File: src/hw/rtl/bmf_pkg.sv
// ----------------------------------------------------------------------------
// bmf_pkg
// Shared types and constants of the 3x3 binary majority filter.
// ----------------------------------------------------------------------------
package bmf_pkg;

	localparam int MAX_COLS = 1024;
	localparam int MAX_ROWS = 1024;
	localparam int ADDR_W   = $clog2(MAX_COLS);
	localparam int POS_W    = 10;
	localparam int CFG_W    = 11;
	localparam int IDX_W    = 1;
	localparam int WIN_W    = 9;
	localparam int CNT_W    = 4;

	localparam logic [IDX_W-1:0] REG_ROWS = 1'b0;
	localparam logic [IDX_W-1:0] REG_COLS = 1'b1;

	localparam logic [CFG_W-1:0] MIN_SIZE  = CFG_W'(3);
	localparam logic [CFG_W-1:0] ROWS_HI   = CFG_W'(MAX_ROWS);
	localparam logic [CFG_W-1:0] COLS_HI   = CFG_W'(MAX_COLS);
	localparam logic [WIN_W-1:0] NBR_MASK  = 9'h1EF;
	localparam logic [CNT_W-1:0] MAJ_LIMIT = 4'd4;

	typedef struct packed {
		logic mask_bit;
		logic frame_start;
	} pix_t;

	typedef struct packed {
		logic             has_pixel;
		logic [POS_W-1:0] out_row;
		logic [POS_W-1:0] out_col;
		logic             out_bit;
	} res_t;

	// bit 0: row r-2 (upper), bit 1: row r-1 (middle)
	typedef logic [1:0] line_pair_t;

endpackage

File: src/hw/rtl/binary_majority_filter_3x3.sv
// A pixel transfer passes the line store read and stage-1 registers, then the
//   window and result registers; a result-side stall can hold it in between.
// Throughput: one pixel per cycle unless stalled, set by the single read port.
// Each result carries the filtered pixel cols_in_use+1 positions back.
// Reset clears position, window, valids and sets both sizes to 1024;
//   line store contents stay undefined until written.
// ----------------------------------------------------------------------------
// binary_majority_filter_3x3
// Streaming 3x3 majority filter on a binary mask in raster order.
// ----------------------------------------------------------------------------
module binary_majority_filter_3x3
	import bmf_pkg::*;
(
	input  logic             clk,
	input  logic             arst_n,
	input  logic             cfg_we,
	input  logic [IDX_W-1:0] cfg_index,
	input  logic [CFG_W-1:0] cfg_data,
	input  logic             pix_valid,
	output logic             pix_stall,
	input  pix_t             pix,
	output logic             res_valid,
	input  logic             res_stall,
	output res_t             res
);

	function automatic logic [CFG_W-1:0] clamp_size(input logic [CFG_W-1:0] v,
			input logic [CFG_W-1:0] hi);
		logic [CFG_W-1:0] r;
		r = v;
		if (v < MIN_SIZE) begin
			r = MIN_SIZE;
		end else if (v > hi) begin
			r = hi;
		end
		return r;
	endfunction

	function automatic logic [CNT_W-1:0] popcount(input logic [WIN_W-1:0] v);
		logic [CNT_W-1:0] n;
		n = '0;
		for (int i = 0; i < WIN_W; i++) begin
			n = n + CNT_W'(v[i]);
		end
		return n;
	endfunction

	logic [CFG_W-1:0] rows_q, cols_q;
	logic [POS_W-1:0] row_q, col_q;

	logic             valid_s1;
	logic             bit_s1;
	logic [POS_W-1:0] row_s1, col_s1;
	logic             fwd_s1;
	line_pair_t       fwd_data_s1;

	logic [WIN_W-1:0] window_q;
	logic             res_valid_q;
	res_t             res_q;

	logic             pix_acc, adv, commit;
	logic [CFG_W-1:0] r_a, c_a, rn_a, cn_a;
	logic [ADDR_W-1:0] addr_a;
	line_pair_t       rd_data, col_eff, wr_data;
	logic [2:0]       column;
	logic [WIN_W-1:0] win_nxt;
	logic             has, inner, maj;
	logic [CFG_W-1:0] crow, ccol;
	res_t             res_nxt;

	assign adv       = !res_valid_q || !res_stall;
	assign commit    = valid_s1 && adv;
	assign pix_stall = valid_s1 && !adv;
	assign pix_acc   = pix_valid && !pix_stall;

	// configuration
	always_ff @(posedge clk or negedge arst_n) begin
		if (!arst_n) begin
			rows_q <= ROWS_HI;
			cols_q <= COLS_HI;
		end else if (cfg_we) begin
			unique case (cfg_index)
				REG_ROWS: rows_q <= clamp_size(cfg_data, ROWS_HI);
				REG_COLS: cols_q <= clamp_size(cfg_data, COLS_HI);
			endcase
		end
	end

	// raster position of the incoming pixel and of the next one
	always_comb begin
		r_a = {1'b0, row_q};
		c_a = {1'b0, col_q};
		if (pix.frame_start) begin
			r_a = '0;
			c_a = '0;
		end else begin
			if (c_a >= cols_q) begin
				c_a = '0;
				r_a = r_a + 1'b1;
			end
			if (r_a >= rows_q) begin
				r_a = '0;
			end
		end
		cn_a = c_a + 1'b1;
		rn_a = r_a;
		if (cn_a >= cols_q) begin
			cn_a = '0;
			rn_a = r_a + 1'b1;
			if (rn_a >= rows_q) begin
				rn_a = '0;
			end
		end
	end

	assign addr_a = c_a[ADDR_W-1:0];

	always_ff @(posedge clk or negedge arst_n) begin
		if (!arst_n) begin
			row_q    <= '0;
			col_q    <= '0;
			valid_s1 <= 1'b0;
			fwd_s1   <= 1'b0;
		end else begin
			if (pix_acc) begin
				row_q    <= rn_a[POS_W-1:0];
				col_q    <= cn_a[POS_W-1:0];
				valid_s1 <= 1'b1;
				fwd_s1   <= commit && (addr_a == col_s1[ADDR_W-1:0]);
			end else if (adv) begin
				valid_s1 <= 1'b0;
			end
		end
	end

	always_ff @(posedge clk) begin
		if (pix_acc) begin
			bit_s1      <= pix.mask_bit;
			row_s1      <= r_a[POS_W-1:0];
			col_s1      <= c_a[POS_W-1:0];
			fwd_data_s1 <= wr_data;
		end
	end

	bmf_line_store u_line_store (
		.clk     (clk),
		.rd_en   (pix_acc),
		.rd_addr (addr_a),
		.rd_data (rd_data),
		.wr_en   (commit),
		.wr_addr (col_s1[ADDR_W-1:0]),
		.wr_data (wr_data)
	);

	// window and majority decision
	always_comb begin
		col_eff = fwd_s1 ? fwd_data_s1 : rd_data;
		wr_data = {bit_s1, col_eff[1]};
		column  = {bit_s1, col_eff[1], col_eff[0]};
		win_nxt = {window_q[WIN_W-4:0], column};
		has     = (row_s1 >= POS_W'(2)) || (row_s1 == POS_W'(1) && col_s1 != '0);
		if (col_s1 != '0) begin
			crow = {1'b0, row_s1} - 1'b1;
			ccol = {1'b0, col_s1} - 1'b1;
		end else begin
			crow = {1'b0, row_s1} - CFG_W'(2);
			ccol = cols_q - 1'b1;
		end
		inner = (crow != '0) && (crow + CFG_W'(2) <= rows_q)
			&& (ccol != '0) && (ccol + CFG_W'(2) <= cols_q);
		maj   = popcount(win_nxt & NBR_MASK) > MAJ_LIMIT;
		res_nxt.has_pixel = has;
		res_nxt.out_row   = has ? crow[POS_W-1:0] : '0;
		res_nxt.out_col   = has ? ccol[POS_W-1:0] : '0;
		res_nxt.out_bit   = has && inner && maj;
	end

	always_ff @(posedge clk or negedge arst_n) begin
		if (!arst_n) begin
			window_q    <= '0;
			res_valid_q <= 1'b0;
		end else begin
			if (commit) begin
				window_q <= win_nxt;
			end
			if (adv) begin
				res_valid_q <= valid_s1;
			end
		end
	end

	always_ff @(posedge clk) begin
		if (commit) begin
			res_q <= res_nxt;
		end
	end

	assign res_valid = res_valid_q;
	assign res       = res_q;

endmodule

File: src/hw/rtl/bmf_line_store.sv
// ----------------------------------------------------------------------------
// bmf_line_store
// Two line stores packed side by side: one write and one registered read.
// ----------------------------------------------------------------------------
module bmf_line_store
	import bmf_pkg::*;
(
	input  logic              clk,
	input  logic              rd_en,
	input  logic [ADDR_W-1:0] rd_addr,
	output line_pair_t        rd_data,
	input  logic              wr_en,
	input  logic [ADDR_W-1:0] wr_addr,
	input  line_pair_t        wr_data
);

	line_pair_t mem [MAX_COLS];

	always_ff @(posedge clk) begin
		if (wr_en) begin
			mem[wr_addr] <= wr_data;
		end
	end

	always_ff @(posedge clk) begin
		if (rd_en) begin
			rd_data <= mem[rd_addr];
		end
	end

endmodule

File: config.mk
export PLATFORM = sky130hd
export DESIGN_NAME = binary_majority_filter_3x3
export DESIGN_NICKNAME = d
export VERILOG_FILES = /design/src/hw/rtl/bmf_pkg.sv /design/src/hw/rtl/binary_majority_filter_3x3.sv /design/src/hw/rtl/bmf_line_store.sv
export SDC_FILE = /design/constraint.sdc
export NUM_CORES = 2
export LEC_CHECK = 0
export ABC_AREA = 1
export BUFFER_PORTS_ARGS = -buffer_cell sky130_fd_sc_hd__clkbuf_2
export CORE_ASPECT_RATIO = 0.9
export CORE_UTILIZATION = 45
export CTS_CLUSTER_SIZE = 25
export DETAILED_ROUTE_END_ITERATION = 6
export GPL_ROUTABILITY_DRIVEN = 0
export HOLD_SLACK_MARGIN = 0.15
export RECOVER_POWER = 25
export SLEW_MARGIN = 10
export SYNTH_ARGS = -nofsm -noshare
export SYNTH_HDL_FRONTEND = slang
export SYNTH_SLANG_ARGS = --single-unit
export TNS_END_PERCENT = 1
File: constraint.sdc
create_clock -name clk -period 15.4 [get_ports clk]
set_input_delay 0 -clock clk [delete_from_list [all_inputs] [get_ports clk]]
set_output_delay 0 -clock clk [all_outputs]
set_load 0.005 [all_outputs]
==> flow_metrics.env <==
export IMPL_area_delta_synth_final_pct=9.21
export IMPL_htree_levels=4
export IMPL_core_area_sq_um=220000
export IMPL_tritoncts="yes"
export IMPL_finalHoldViolCount=0
export IMPL_yosys_warnings=0
export IMPL_post_cts_buffers=0
export IMPL_final_layout_size_suffix_gt1_share_pct=5.56
export IMPL_clkSinkCount=2146
export IMPL_r2r_start="u_line_store.rd_data[1]"
export IMPL_path_max_fanout=174
export IMPL_place_inst=12387
export IMPL_hpwl_mm=152
export IMPL_worstPathRequired_ns=15.82
export IMPL_start_util_pct=45.4
export IMPL_insertion_delay_ns=0.85
export IMPL_synth_edf_count=2095
export IMPL_synthTopCellsByCount="edfxtp_1 (2,095), nand2_1 (1,906), inv_1 (1,414)"
export IMPL_clock_fmax_ghz=0.0912
export IMPL_dieArea_sq_um=224000
export IMPL_grt_pass1_vias=68975
export IMPL_status="finished with violations"
export IMPL_path_clk_slew_ns=0.06
export IMPL_async_flop_share_pct=2.38
export IMPL_overflow=0
export IMPL_fillers=20112
export IMPL_rsz0062_at_grt="false"
export IMPL_critPathLaunch="u_line_store.rd_data[1]"
export IMPL_final_nets=9870
export IMPL_cts_resized=0
export IMPL_num_rows=163
export IMPL_vias=72118
export IMPL_synth_flop_cell="edfxtp_1"
export IMPL_fin_crit_ns=10.96
export IMPL_seq_area_frac_synth_pct=64.3
export IMPL_die_h_um=449
export IMPL_antenna_left=0
export IMPL_synthTopCellsByArea="edfxtp_1 (63%), nand2_1 (7.2%), nand3_1 (6.4%)"
export IMPL_synth_cell_types=58
export IMPL_synth_fp_nets=10137
export IMPL_holdCritPathClass="in2reg"
export IMPL_root_buffer="clkbuf_16"
export IMPL_wl_mm=291
export IMPL_cap_violations=14
export IMPL_place_area_sq_um=102000
export IMPL_worstSetupPathType="reg2reg"
export IMPL_cts_buffer_depth=3
export IMPL_cts_inserted_buffers=215
export IMPL_port_buffers=42
export IMPL_syn_area_per_cell_sq_um=9.95
export IMPL_ir_drop_uv=122
export IMPL_setup_ws_ns=4.44
export IMPL_synth_area_sq_um=99900
export IMPL_fin_crit_sh_pct=71.2
export IMPL_yosys_register_bits=2146
export IMPL_p_leak_nw=41.7
export IMPL_pin_count=43
export IMPL_end_kind="flop"
export IMPL_drv_slew=788
export IMPL_fin_total_pwr_w=0.0145
export IMPL_place_ws_ns=7.06
export IMPL_finalClockSkew_ns=0.0249
export IMPL_cp_arrival_ns=11.38
export IMPL_fin_cells=12831
export IMPL_hp_start="pix_valid"
export IMPL_holdWs_ns=0.249
export IMPL_synth_cells=10034
export IMPL_drc=1
export IMPL_drt_initial_drc_count=8471
export IMPL_vias_per_cell=5.62
export IMPL_slew_headroom_pct=-360
export IMPL_tightest_slew_ns=6.91
export IMPL_netlist_area_leader_share_pct=63.0
export IMPL_synth_top_cell_by_area="edfxtp_1"
export IMPL_fin_area_sq_um=109000
export IMPL_violations="DRC, capacitance limit, slew limit"
export IMPL_antenna_found_initial=12
export IMPL_postCtsHoldBufs=50
export IMPL_grt_pass1_wl_mm=433
export IMPL_grtUsageTotal_pct=25.7
export IMPL_grt_max_degree=244
export IMPL_p_per_area_nw_per_um2=133
export IMPL_setup_viol=0
export IMPL_first_pass_iters=7
export IMPL_wl_per_cell_um=22.7
export IMPL_die_w_um=499
export IMPL_start_kind="flop"
export IMPL_synth_most_common_cell="edfxtp_1"
[layout make-up]
type                    count  area [sq um]  area share [%]
inverters                1427          5380            4.93
flip-flops and latches   2146         64200            58.9
multi-input cells        5735         27300            25.0
diodes                      1          2.50         0.00229
clock inverters           133          1100            1.01
clock buffers             260          5600            5.14
repair buffers            242          1850            1.70
well taps                2887          3610            3.31
[state kept, by name (all words and copies together), names as in the netlist]
name / flops
bit_s1: 1
col_q: 10
col_s1: 10
cols_q: 11
fwd_data_s1: 2
fwd_s1: 1
res: 22
res_valid: 1
row_q: 10
row_s1: 10
rows_q: 11
u_line_store.mem: 2048
u_line_store.rd_data: 2
valid_s1: 1
window_q: 6
[stage by stage]
step	setup TNS, ns	util (%)
finish	0	49.6
detailed placement	0	46.4
global placement	0	46.4
CTS	0	49.6
global route	0	49.6
floorplan	-0.794	-
[report_power, final]
part / switching (W) / internal, W / total [W]
logic: 0.00200 / 0.000686 / 0.00268
clock network: 0.00226 / 0.00282 / 0.00508
registers: 0.0000305 / 0.00673 / 0.00676
total: 0.00429 / 0.0102 / 0.0145
[logic make-up after synthesis]
group	Yosys count	synth area share, %
AOI/OAI and AO/OA	761	4.55
xor gates and xnor gates	50	0.446
adders and majority gates	84	1.08
buffers and inverters	2153	8.56
DFF	2146	64.3
muxes	1	0.0100
and+or+nand+nor	4839	21.1
[path summary, 6_finish.rpt]
kind                                                 end  slack [ns]  cells after the start
worst max-delay path            u_line_store.mem[600][0]        4.44                      6
max in group asynchronous                      cols_q[4]       12.37                      4
worst min register to register               window_q[4]        0.49                      2
min in group asynchronous                    window_q[3]        1.31                      4
worst min-delay path                              fwd_s1        0.25                      6
worst max register to register  u_line_store.mem[600][0]        4.44                      6
[layer usage]
metal  up-vias  global-route usage (%)  wire length, um
li1      33190                       -                -
met1     35235                    35.9           122000
met2      3222                    40.9           132000
met3       471                    4.52            27900
met4         0                    7.74             9100
met5         -                       0                0
[layout by cell type (no fill, tap or decap), types with 10 or more instances in the layout]
master and count:
or2_2 14, a21oi_1 66, nand3_1 1277, nor2_4 10, edfxtp_1 2095, dlygate4sd3_1 50
nand2_1 1888, buf_4 127, clkbuf_1 66, clkinv_1 62, nor2_1 1172, clkbuf_2 34
clkbuf_16 217, nand4_1 384, bufinv_16 14, xor2_1 40, nor3_2 14, ha_1 80
nor3_1 29, dfrtp_1 49, o21ai_0 395, clkinv_2 37, nand2_2 13, inv_1 1412
o21bai_1 34, o211ai_1 219
[worst max-delay path, stage by stage (launching register included)]
cell        delay [ns]
edfxtp_1          0.54
o21ai_0           0.29
clkbuf_1          0.32
clkinvlp_2        5.10
clkbuf_1          2.52
buf_4             0.92
buf_4             0.57
No activity file was read; power rests on OpenSTA's default activity.
